==> src/hdl/vcns_pkg.sv <==
// Package for the nearest-site core: codes, fixed field widths, geometry constants
// and the geometry result struct. No dependencies.
package vcns_pkg;

  // fixed field widths
  localparam int AREA_W  = 12;  // area width / height and site coordinate ports
  localparam int IDXF_W  = 6;   // site_index and nearest_site fields
  localparam int CELL_W  = 9;   // cell_col / cell_row
  localparam int SIZE_W  = 7;   // cell size, at most 69
  localparam int PCNT_W  = 7;   // point_count register
  localparam int CFGA_W  = 2;   // configuration register index

  // cell size: max(MIN_CELL, ceil(w/W_DIVS), ceil(h/H_DIVS))
  localparam int MIN_CELL = 8;
  localparam int W_DIVS   = 100;
  localparam int H_DIVS   = 60;
  // floor(x/100) = (x*5243)>>19 and floor(x/60) = (x*4370)>>18, exact for x < 4681
  localparam int W_RECIP  = 5243;
  localparam int W_SHIFT  = 19;
  localparam int H_RECIP  = 4370;
  localparam int H_SHIFT  = 18;

  // geometry pipeline depth and the counter that waits it out
  localparam int GEOM_LAT   = 4;
  localparam int GEOM_CNT_W = 2;

  typedef enum logic {
    OP_LOAD  = 1'b0,
    OP_QUERY = 1'b1
  } opcode_t;

  typedef enum logic {
    STATUS_OK  = 1'b0,
    STATUS_ERR = 1'b1
  } status_t;

  typedef enum logic [CFGA_W-1:0] {
    CFG_AREA_WIDTH  = 2'd0,
    CFG_AREA_HEIGHT = 2'd1,
    CFG_POINT_COUNT = 2'd2
  } cfg_reg_t;

  typedef enum logic [2:0] {
    ST_IDLE,
    ST_GEOM,
    ST_CHECK,
    ST_SCAN,
    ST_DONE
  } state_t;

  typedef struct packed {
    logic              err;
    logic [AREA_W-1:0] px;
    logic [AREA_W-1:0] py;
  } geom_res_t;

endpackage

==> src/hdl/voronoi_cell_nearest_site_core.sv <==
// Nearest-site core top level: config registers, control sequencer, output register.
// Instantiates vcns_geom and vcns_dist; depends on vcns_pkg.
// Load word: written into the site table at the accept edge, ready again next cycle.
// Query word: geometry wait, check, scan of n sites, 3 compare stages, result register;
// n = point_count held to 1..MAX_SITES. An error word goes from the check to the result.
// One word in flight; rst_n (sync, active low) resets control and config, not the site table.
module voronoi_cell_nearest_site_core #(
  parameter int MAX_SITES  = 64,
  parameter int COORD_BITS = 12
) (
  input  logic                                clk,
  input  logic                                rst_n,
  input  logic                                in_tvalid,
  output logic                                in_tready,
  // site_index[5:0], site_x[17:6], site_y[29:18], cell_col[38:30], cell_row[47:39]
  input  logic [47:0]                         in_tdata,
  // opcode[0]
  input  logic                                in_tuser,
  output logic                                out_tvalid,
  input  logic                                out_tready,
  // nearest_site[5:0], zero pad[7:6]
  output logic [7:0]                          out_tdata,
  // status[0]
  output logic                                out_tuser,
  input  logic                                cfg_we,
  input  logic [vcns_pkg::CFGA_W-1:0]         cfg_addr,
  input  logic [vcns_pkg::AREA_W-1:0]         cfg_wdata
);
  import vcns_pkg::*;

  localparam int IDX_W = $clog2(MAX_SITES);

  state_t state_r, state_nxt;

  logic [AREA_W-1:0]     area_width_r, area_height_r;
  logic [PCNT_W-1:0]     point_count_r;
  logic [CELL_W-1:0]     col_r, row_r;
  logic [GEOM_CNT_W-1:0] gcnt_r;
  logic [IDXF_W-1:0]     res_site_r, out_site_r;
  logic                  res_status_r, out_status_r, out_valid_r;

  logic [IDXF_W-1:0]     f_index;
  logic [AREA_W-1:0]     f_x, f_y;
  logic [CELL_W-1:0]     f_col, f_row;
  logic                  accept, is_query, load_ok, out_free;
  logic                  mem_we, query_take, dist_start, res_err_load, res_scan_load, out_load;

  logic [IDX_W+IDXF_W-1:0]         waddr_ext;
  logic [COORD_BITS+AREA_W-1:0]    wx_ext, wy_ext;
  logic [IDX_W-1:0]                last_idx, best_idx;
  logic [IDX_W+IDXF_W-1:0]         best_ext;
  logic                            dist_done;
  geom_res_t                       geom;

  assign f_index  = in_tdata[5:0];
  assign f_x      = in_tdata[17:6];
  assign f_y      = in_tdata[29:18];
  assign f_col    = in_tdata[38:30];
  assign f_row    = in_tdata[47:39];
  assign accept   = in_tvalid && in_tready;
  assign is_query = (in_tuser == OP_QUERY);
  assign load_ok  = (32'(f_index) < 32'(MAX_SITES));
  assign out_free = !out_valid_r || out_tready;

  // fit the fixed port widths to the table geometry
  assign waddr_ext = {IDX_W'(0), f_index};
  assign wx_ext    = {COORD_BITS'(0), f_x};
  assign wy_ext    = {COORD_BITS'(0), f_y};
  assign best_ext  = {IDXF_W'(0), best_idx};

  // point_count 0 acts as 1, above the table as the table size
  always_comb begin
    if (point_count_r == '0)                         last_idx = '0;
    else if (32'(point_count_r) > 32'(MAX_SITES))    last_idx = IDX_W'(MAX_SITES - 1);
    else                                             last_idx = IDX_W'(point_count_r - PCNT_W'(1));
  end

  // next state
  always_comb begin
    state_nxt = state_r;
    unique case (state_r)
      ST_IDLE:  if (accept && is_query) state_nxt = ST_GEOM;
      ST_GEOM:  if (gcnt_r == GEOM_CNT_W'(GEOM_LAT - 1)) state_nxt = ST_CHECK;
      ST_CHECK: state_nxt = geom.err ? ST_DONE : ST_SCAN;
      ST_SCAN:  if (dist_done) state_nxt = ST_DONE;
      ST_DONE:  if (out_free) state_nxt = ST_IDLE;
      default:  state_nxt = ST_IDLE;
    endcase
  end

  // control outputs
  always_comb begin
    in_tready     = 1'b0;
    mem_we        = 1'b0;
    query_take    = 1'b0;
    dist_start    = 1'b0;
    res_err_load  = 1'b0;
    res_scan_load = 1'b0;
    out_load      = 1'b0;
    unique case (state_r)
      ST_IDLE: begin
        in_tready  = 1'b1;
        mem_we     = in_tvalid && !is_query && load_ok;
        query_take = in_tvalid && is_query;
      end
      ST_GEOM:  ;
      ST_CHECK: begin
        dist_start   = !geom.err;
        res_err_load = geom.err;
      end
      ST_SCAN:  res_scan_load = dist_done;
      ST_DONE:  out_load = out_free;
      default:  ;
    endcase
  end

  always_ff @(posedge clk) begin
    if (!rst_n) begin
      state_r       <= ST_IDLE;
      area_width_r  <= '0;
      area_height_r <= '0;
      point_count_r <= PCNT_W'(5);
      gcnt_r        <= '0;
      out_valid_r   <= 1'b0;
    end else begin
      state_r <= state_nxt;
      if (cfg_we) begin
        unique case (cfg_addr)
          CFG_AREA_WIDTH:  area_width_r  <= cfg_wdata;
          CFG_AREA_HEIGHT: area_height_r <= cfg_wdata;
          CFG_POINT_COUNT: point_count_r <= cfg_wdata[PCNT_W-1:0];
          default: ;
        endcase
      end
      if (query_take)            gcnt_r <= '0;
      else if (state_r == ST_GEOM) gcnt_r <= gcnt_r + GEOM_CNT_W'(1);
      if (out_load)        out_valid_r <= 1'b1;
      else if (out_tready) out_valid_r <= 1'b0;
    end
  end

  always_ff @(posedge clk) begin
    if (query_take) begin
      col_r <= f_col;
      row_r <= f_row;
    end
    if (res_err_load) begin
      res_site_r   <= '0;
      res_status_r <= STATUS_ERR;
    end else if (res_scan_load) begin
      res_site_r   <= best_ext[IDXF_W-1:0];
      res_status_r <= STATUS_OK;
    end
    if (out_load) begin
      out_site_r   <= res_site_r;
      out_status_r <= res_status_r;
    end
  end

  vcns_geom u_geom (
    .clk         (clk),
    .area_width  (area_width_r),
    .area_height (area_height_r),
    .cell_col    (col_r),
    .cell_row    (row_r),
    .geom        (geom)
  );

  vcns_dist #(
    .MAX_SITES  (MAX_SITES),
    .COORD_BITS (COORD_BITS)
  ) u_dist (
    .clk      (clk),
    .rst_n    (rst_n),
    .wr_en    (mem_we),
    .wr_addr  (waddr_ext[IDX_W-1:0]),
    .wr_x     (wx_ext[COORD_BITS-1:0]),
    .wr_y     (wy_ext[COORD_BITS-1:0]),
    .start    (dist_start),
    .last_idx (last_idx),
    .px       (geom.px),
    .py       (geom.py),
    .done     (dist_done),
    .best_idx (best_idx)
  );

  assign out_tvalid = out_valid_r;
  assign out_tdata  = {2'b00, out_site_r};
  assign out_tuser  = out_status_r;

`ifndef ASSERT_OFF
  a_done_in_scan: assert property (@(posedge clk) disable iff (!rst_n)
    dist_done |-> state_r == ST_SCAN)
    else $error("distance unit finished outside scan");

  a_query_blocks: assert property (@(posedge clk) disable iff (!rst_n)
    in_tvalid && in_tready && in_tuser == OP_QUERY |=> !in_tready)
    else $error("input taken again while a query is running");

  a_err_site_zero: assert property (@(posedge clk) disable iff (!rst_n)
    out_tvalid && out_tuser == STATUS_ERR |-> out_tdata[5:0] == '0)
    else $error("error word carries a nonzero site");

  a_result_moves: assert property (@(posedge clk) disable iff (!rst_n)
    state_r == ST_DONE && out_free |=> out_tvalid && state_r == ST_IDLE)
    else $error("finished result not moved to the output register");
`endif

endmodule

==> src/hdl/vcns_geom.sv <==
// Cell geometry pipeline: cell size, grid bounds check and clamped cell center.
// Four register stages, free running. Depends on vcns_pkg.
module vcns_geom (
  input  logic                       clk,
  input  logic [vcns_pkg::AREA_W-1:0] area_width,
  input  logic [vcns_pkg::AREA_W-1:0] area_height,
  input  logic [vcns_pkg::CELL_W-1:0] cell_col,
  input  logic [vcns_pkg::CELL_W-1:0] cell_row,
  output vcns_pkg::geom_res_t         geom
);
  import vcns_pkg::*;

  localparam int ADD_W  = AREA_W + 1;
  localparam int RPROD_W = 2 * ADD_W;
  localparam int PROD_W = CELL_W + SIZE_W;

  logic [ADD_W-1:0]    w_up, h_up;
  logic [RPROD_W-1:0]  w_prod, h_prod;
  logic [RPROD_W-1:0]  qw_full, qh_full;
  logic [SIZE_W:0]     qw_r, qh_r;
  logic [SIZE_W-1:0]   size_r, size_nxt;
  logic [PROD_W-1:0]   colp_r, rowp_r;
  logic [SIZE_W-1:0]   half_r;
  logic [PROD_W:0]     px_full, py_full;
  logic [AREA_W-1:0]   wm1, hm1;
  logic                err_nxt;
  geom_res_t           geom_r;

  // stage 1: ceil(w/100) and ceil(h/60) by reciprocal multiply
  assign w_up    = ADD_W'(area_width) + ADD_W'(W_DIVS - 1);
  assign h_up    = ADD_W'(area_height) + ADD_W'(H_DIVS - 1);
  assign w_prod  = RPROD_W'(w_up) * RPROD_W'(W_RECIP);
  assign h_prod  = RPROD_W'(h_up) * RPROD_W'(H_RECIP);
  assign qw_full = w_prod >> W_SHIFT;
  assign qh_full = h_prod >> H_SHIFT;

  // stage 2: size = max of the three
  always_comb begin
    size_nxt = SIZE_W'(MIN_CELL);
    if (qw_r > (SIZE_W+1)'(size_nxt)) size_nxt = qw_r[SIZE_W-1:0];
    if (qh_r > (SIZE_W+1)'(size_nxt)) size_nxt = qh_r[SIZE_W-1:0];
  end

  // stage 4: col < ceil(w/size) is the same as col*size < w
  assign wm1     = area_width - AREA_W'(1);
  assign hm1     = area_height - AREA_W'(1);
  assign px_full = (PROD_W+1)'(colp_r) + (PROD_W+1)'(half_r);
  assign py_full = (PROD_W+1)'(rowp_r) + (PROD_W+1)'(half_r);
  assign err_nxt = (area_width == '0) || (area_height == '0) ||
                   (colp_r >= PROD_W'(area_width)) || (rowp_r >= PROD_W'(area_height));

  always_ff @(posedge clk) begin
    qw_r   <= qw_full[SIZE_W:0];
    qh_r   <= qh_full[SIZE_W:0];
    size_r <= size_nxt;
    colp_r <= PROD_W'(cell_col) * PROD_W'(size_r);
    rowp_r <= PROD_W'(cell_row) * PROD_W'(size_r);
    half_r <= size_r >> 1;
    geom_r.err <= err_nxt;
    geom_r.px  <= (px_full > (PROD_W+1)'(wm1)) ? wm1 : px_full[AREA_W-1:0];
    geom_r.py  <= (py_full > (PROD_W+1)'(hm1)) ? hm1 : py_full[AREA_W-1:0];
  end

  assign geom = geom_r;

endmodule

==> src/hdl/vcns_dist.sv <==
// Site table and the shared distance-compare unit: one site per cycle through
// read, square and compare stages, keeping the first least distance. Depends on vcns_pkg.
module vcns_dist #(
  parameter int MAX_SITES  = 64,
  parameter int COORD_BITS = 12
) (
  input  logic                               clk,
  input  logic                               rst_n,
  input  logic                               wr_en,
  input  logic [$clog2(MAX_SITES)-1:0]       wr_addr,
  input  logic [COORD_BITS-1:0]              wr_x,
  input  logic [COORD_BITS-1:0]              wr_y,
  input  logic                               start,
  input  logic [$clog2(MAX_SITES)-1:0]       last_idx,
  input  logic [vcns_pkg::AREA_W-1:0]        px,
  input  logic [vcns_pkg::AREA_W-1:0]        py,
  output logic                               done,
  output logic [$clog2(MAX_SITES)-1:0]       best_idx
);
  import vcns_pkg::*;

  localparam int IDX_W = $clog2(MAX_SITES);
  localparam int CW    = (COORD_BITS > AREA_W) ? COORD_BITS : AREA_W;
  localparam int SQ_W  = 2 * CW;
  localparam int SUM_W = SQ_W + 1;

  logic [2*COORD_BITS-1:0] site_mem [MAX_SITES];

  logic                    iss_r, v1_r, v2_r, l1_r, l2_r, done_r;
  logic [IDX_W-1:0]        rd_idx_r, i1_r, i2_r, best_idx_r;
  logic [2*COORD_BITS-1:0] rdat_r;
  logic [CW-1:0]           px_e, py_e, sx, sy, dx, dy;
  logic [SQ_W-1:0]         sqx_r, sqy_r;
  logic [SUM_W-1:0]        sum, best_r;

  always_ff @(posedge clk) begin
    if (wr_en) begin
      site_mem[wr_addr] <= {wr_y, wr_x};
    end
    if (iss_r) begin
      rdat_r <= site_mem[rd_idx_r];
    end
  end

  assign px_e = CW'(px);
  assign py_e = CW'(py);
  assign sx   = CW'(rdat_r[COORD_BITS-1:0]);
  assign sy   = CW'(rdat_r[2*COORD_BITS-1:COORD_BITS]);
  assign dx   = (px_e > sx) ? (px_e - sx) : (sx - px_e);
  assign dy   = (py_e > sy) ? (py_e - sy) : (sy - py_e);
  assign sum  = SUM_W'(sqx_r) + SUM_W'(sqy_r);

  // sequencer and stage valids
  always_ff @(posedge clk) begin
    if (!rst_n) begin
      iss_r    <= 1'b0;
      rd_idx_r <= '0;
      v1_r     <= 1'b0;
      v2_r     <= 1'b0;
      done_r   <= 1'b0;
    end else begin
      if (start) begin
        iss_r    <= 1'b1;
        rd_idx_r <= '0;
      end else if (iss_r) begin
        if (rd_idx_r == last_idx) iss_r <= 1'b0;
        else                      rd_idx_r <= rd_idx_r + IDX_W'(1);
      end
      v1_r   <= iss_r;
      v2_r   <= v1_r;
      done_r <= v2_r && l2_r;
    end
  end

  // datapath stages
  always_ff @(posedge clk) begin
    i1_r  <= rd_idx_r;
    l1_r  <= (rd_idx_r == last_idx);
    i2_r  <= i1_r;
    l2_r  <= l1_r;
    sqx_r <= SQ_W'(dx) * SQ_W'(dx);
    sqy_r <= SQ_W'(dy) * SQ_W'(dy);
    // strict less keeps the lowest index on a tie
    if (v2_r && ((i2_r == '0) || (sum < best_r))) begin
      best_r     <= sum;
      best_idx_r <= i2_r;
    end
  end

  assign done     = done_r;
  assign best_idx = best_idx_r;

`ifndef ASSERT_OFF
  a_done_after_last: assert property (@(posedge clk) disable iff (!rst_n)
    done_r |-> $past(v2_r) && $past(l2_r))
    else $error("done without last site in compare stage");

  a_issue_stops: assert property (@(posedge clk) disable iff (!rst_n)
    iss_r && !start && (rd_idx_r == last_idx) |=> !iss_r || $past(start))
    else $error("site scan ran past last index");

  a_no_start_busy: assert property (@(posedge clk) disable iff (!rst_n)
    start |-> !iss_r && !v1_r && !v2_r)
    else $error("scan started while unit busy");
`endif

endmodule

==> config.mk <==
export PLATFORM = sky130hd
export DESIGN_NAME = voronoi_cell_nearest_site_core
export DESIGN_NICKNAME = d
export VERILOG_FILES = /design/src/hdl/vcns_pkg.sv /design/src/hdl/voronoi_cell_nearest_site_core.sv /design/src/hdl/vcns_geom.sv /design/src/hdl/vcns_dist.sv
export SDC_FILE = /design/constraint.sdc
export NUM_CORES = 2
export LEC_CHECK = 0
export BUFFER_PORTS_ARGS = -buffer_cell sky130_fd_sc_hd__buf_4
export CORE_UTILIZATION = 41
export DETAILED_ROUTE_END_ITERATION = 10
export SYNTH_ARGS = -nofsm -noshare
export SYNTH_HDL_FRONTEND = slang
export SYNTH_HIERARCHICAL = 1
export SYNTH_SLANG_ARGS = --single-unit
export TNS_END_PERCENT = 50
==> constraint.sdc <==
create_clock -name clk -period 17.24 [get_ports clk]
set_input_delay 0.862 -clock clk [delete_from_list [all_inputs] [get_ports clk]]
set_output_delay 0.862 -clock clk [all_outputs]
set_load 0.01 [all_outputs]
==> parameters.txt <==
Parameter                              Value

Outcome
  Status    finished clean

CTS
  Number of H-tree levels    4
  Clock buffers created by TritonCTS    181
  CTS Buffer Depth    3
  CTS tree    built
  Clock latency on the worst-skew pair    0.82 ns
  Cell chosen for the clock root    sky130_fd_sc_hd__clkbuf_16
  Clock tree sinks    1815
  Hold Buf Count CTS    0
  Clock slew at the register clock pins of the worst setup and hold paths    0.06 ns
  Post-CTS Repair Setup Buffers    0
  Cts repair resizes    0

Synthesis
  Cell with the most instances after synthesis    sky130_fd_sc_hd__edfxtp_1
  Dominant combinational cell family by area after synthesis    adder cells
  Biggest area contributors in the synthesized netlist    sky130_fd_sc_hd__edfxtp_1, sky130_fd_sc_hd__mux4_2, sky130_fd_sc_hd__ha_1
  Synthesized-area fraction occupied by ao, oa, aoi and oai cells    0.0314
  Seq/Total Area, Yosys    0.590
  Fraction of synthesized cell area taken by the top area cell type    0.545
  Average instance area after synthesis    16.2 µm²
  Number of standard cells after synthesis    5480
  Count of flip-flops with a built-in enable after synthesis    1616
  Flip-flop and latch count after synthesis    1815
  Synthesized area    0.0890 mm²
  Post-synthesis cell type with the largest combined area    sky130_fd_sc_hd__edfxtp_1
  Adder-cell share of the synthesized area    0.139
  Main synth FF type    sky130_fd_sc_hd__edfxtp_1
  Mux share of post-synthesis cell area    0.138
  Cell variety after synth    93
  XOR/XNOR Fraction of Synth Area    0.0187
  Basic-gate share of the synthesized area counting and, or, nand and nor cells    0.0472
  Async set-reset flop share out of synthesis    0
  Count of yosys warnings during synthesis    6
  Leading post-synthesis cells by instance count    sky130_fd_sc_hd__edfxtp_1, sky130_fd_sc_hd__inv_1, sky130_fd_sc_hd__ha_1

Global route
  Antenna violations before repair    27
  Number of global-route vias before repair    48400
  Gr usage total    0.196
  First-pass GRT wire length    316 mm
  Sum of overflow across all layers after global routing    0
  Met3 track demand over resource    0.0346
  Layer carrying the most global-route usage    met2
  Grt met1 use    0.271
  Global-route track usage on met2    0.326
  Pin count of the biggest net entering global routing    127

Die
  Die Area    0.219 mm²
  Die boundary width    468 µm
  Placement Rows    170
  Die height    468 µm
  Floorplan Core Area    0.215 mm²
  Top-Level Pins    79
  Starting density of the core    0.414

Routing
  Detailed-route via count    46800
  Residual antenna-violating net count after detailed routing    0
  Detailed-route wire length    212 mm
  Total iterations of the first detailed-routing run    5
  DRC violations left    0
  Mean number of vias per cell    5.43
  Average wire per cell in the routed design    24.6 µm
  DR iter-0 viols    3854

Worst setup path
  Number of buffer and inverter instances along the worst setup path    5
  FF-to-FF path depth    28
  Delay-heaviest family, CP    adder cells
  Critical Path Source    u_dist/rdat_r[12]
  R2R Setup Slk    8.34 ns
  Worst reg2reg startpoint    u_dist/rdat_r[12]
  Master of the slowest instance on the critical path    sky130_fd_sc_hd__and2_1
  Worst Setup Path Type    flop to flop
  Worst reg2reg path endpoint    u_dist/sqy_r[21]
  Critical path fanouts, max    18
  Data arrival time of the worst path    9.61 ns
  Element type at the critical path end    flop
  Longest individual stage delay on the worst path    0.65 ns
  Startpoint types    flop
  Total stage count of the critical path    28
  Critical Path Sink    u_dist/sqy_r[21]
  Required time of the worst setup path    17.95 ns
  Worst path most repeated cell    sky130_fd_sc_hd__fa_1

Timing
  Share of the clock period used by the worst path    0.516
  Minimum clock period after layout    8.90 ns
  Pins Over Slew Limit    0
  Setup repair after global routing missed its margin    no
  Fmax    112 MHz
  Number of setup violations in the final report    0
  Transition time at the pin with the least slew margin    1.20 ns
  Headroom to the max-slew limit    0.200
  Clock skew    0.0468 ns
  Final-report hold violation count    0
  Final sum of negative setup slack    0 ns

Placed design
  Final weighted congestion of routability-driven global placement    0.859
  Quantity of I/O buffers inserted on ports    76
  Hpwl dp    132 mm

Cells and area
  Layout cell share with drive strength beyond 1    0.177
  Area growth, synth to finish    11.6%
  Final Net Count    6495

Hold path
  Worst hold path type    primary input to flop

Flow run
  Number of max-capacitance violations reported    0
==> worst register-to-register path: cells and delay by family, from the launching register on <==
kind / cells / cell delay, ns
buf+inv: 5 / 0.45
flops: 1 / 0.39
fa+ha+maj: 7 / 3.55
mux: 1 / 0.21
compound gates: 6 / 1.68
xor+xnor: 2 / 0.77
simple gates: 7 / 1.79
==> registers in the layout (all words and copies together), names as in the netlist, 7 cells and up <==
signal           cells
u_dist/site_mem   1536
area_width_r        12
u_geom/colp_r       16
point_count_r        7
u_dist/rdat_r       24
u_geom/size_r        7
area_height_r       12
u_dist/sqx_r        23
row_r                9
u_geom/rowp_r       16
u_geom/geom         25
u_geom/qh_r          8
col_r                9
u_dist/sqy_r        23
u_dist/best_r       25
u_geom/qw_r          7
==> placed cells by master, fill, tap and decap left out, drive strengths merged, types with 127 or more instances in the layout <==
cell type and n:
fa 301, inv 635, mux4 504, ha 506, edfxtp 1616, nor2 270, clkbuf 238, nand2 183
xnor2 127, dfxtp 199, buf 129
==> per-stage QoR <==
stage	cell area (µm²)	instances	utilization	setup slack, ns	hold slack, ns
after global placement	93200	8275	0.433	8.55	0.313
after floorplan	89000	5481	-	9.46	0.310
after global routing	99300	8613	0.462	7.66	0.179
after detailed placement	93200	8275	0.433	8.35	0.314
after CTS	99300	8612	0.462	8.30	0.183
final	99300	8629	0.462	8.34	0.243
==> worst min-delay path by stage <==
stage / slack (ns) / from / to / cells after the start
after floorplan: 0.31 / u_dist/i1_r[0] / u_dist/i2_r[0] / 0
after global placement: 0.31 / u_dist/i1_r[5] / u_dist/i2_r[5] / 0
after detailed placement: 0.31 / u_dist/l1_r / u_dist/l2_r / 0
after CTS: 0.18 / in_tdata[42] / row_r[3] / 1
after global routing: 0.18 / in_tdata[43] / row_r[4] / 1
final: 0.24 / in_tdata[32] / col_r[2] / 1
==> per-layer routing <==
layer  up-vias  routed length [µm]
met5         -                 105
met4        16                3680
met3       246               13400
met2      1227              104000
met1     24500               91500
li1      20800                   -
==> cell type report <==
| type | instances | area [µm²] |
|---|---|---|
| inverters | 630 | 2360 |
| well taps | 2838 | 3550 |
| multi-input cells | 2863 | 33800 |
| clock inverters | 99 | 1160 |
| diodes | 17 | 42.5 |
| fillers | 18300 | 116000 |
| flip-flops and latches | 1815 | 52500 |
| repair buffers | 129 | 993 |
| clock buffers | 238 | 4870 |
==> cell families (layout without fill, tap and decap cells) <==
group | after synthesis | after routing
muxes | 595 | 595
adders and majority gates | 809 | 809
DFF | 1815 | 1815
xor gates and xnor gates | 187 | 187
and+or+nand+nor | 852 | 852
AOI/OAI and AO/OA | 418 | 418
other | 1 | 19
buffers and inverters | 803 | 1096
Power is left out: the tool's default activity adds up to more than one toggle a clock period on the data nets, which glitch-free logic cannot reach.
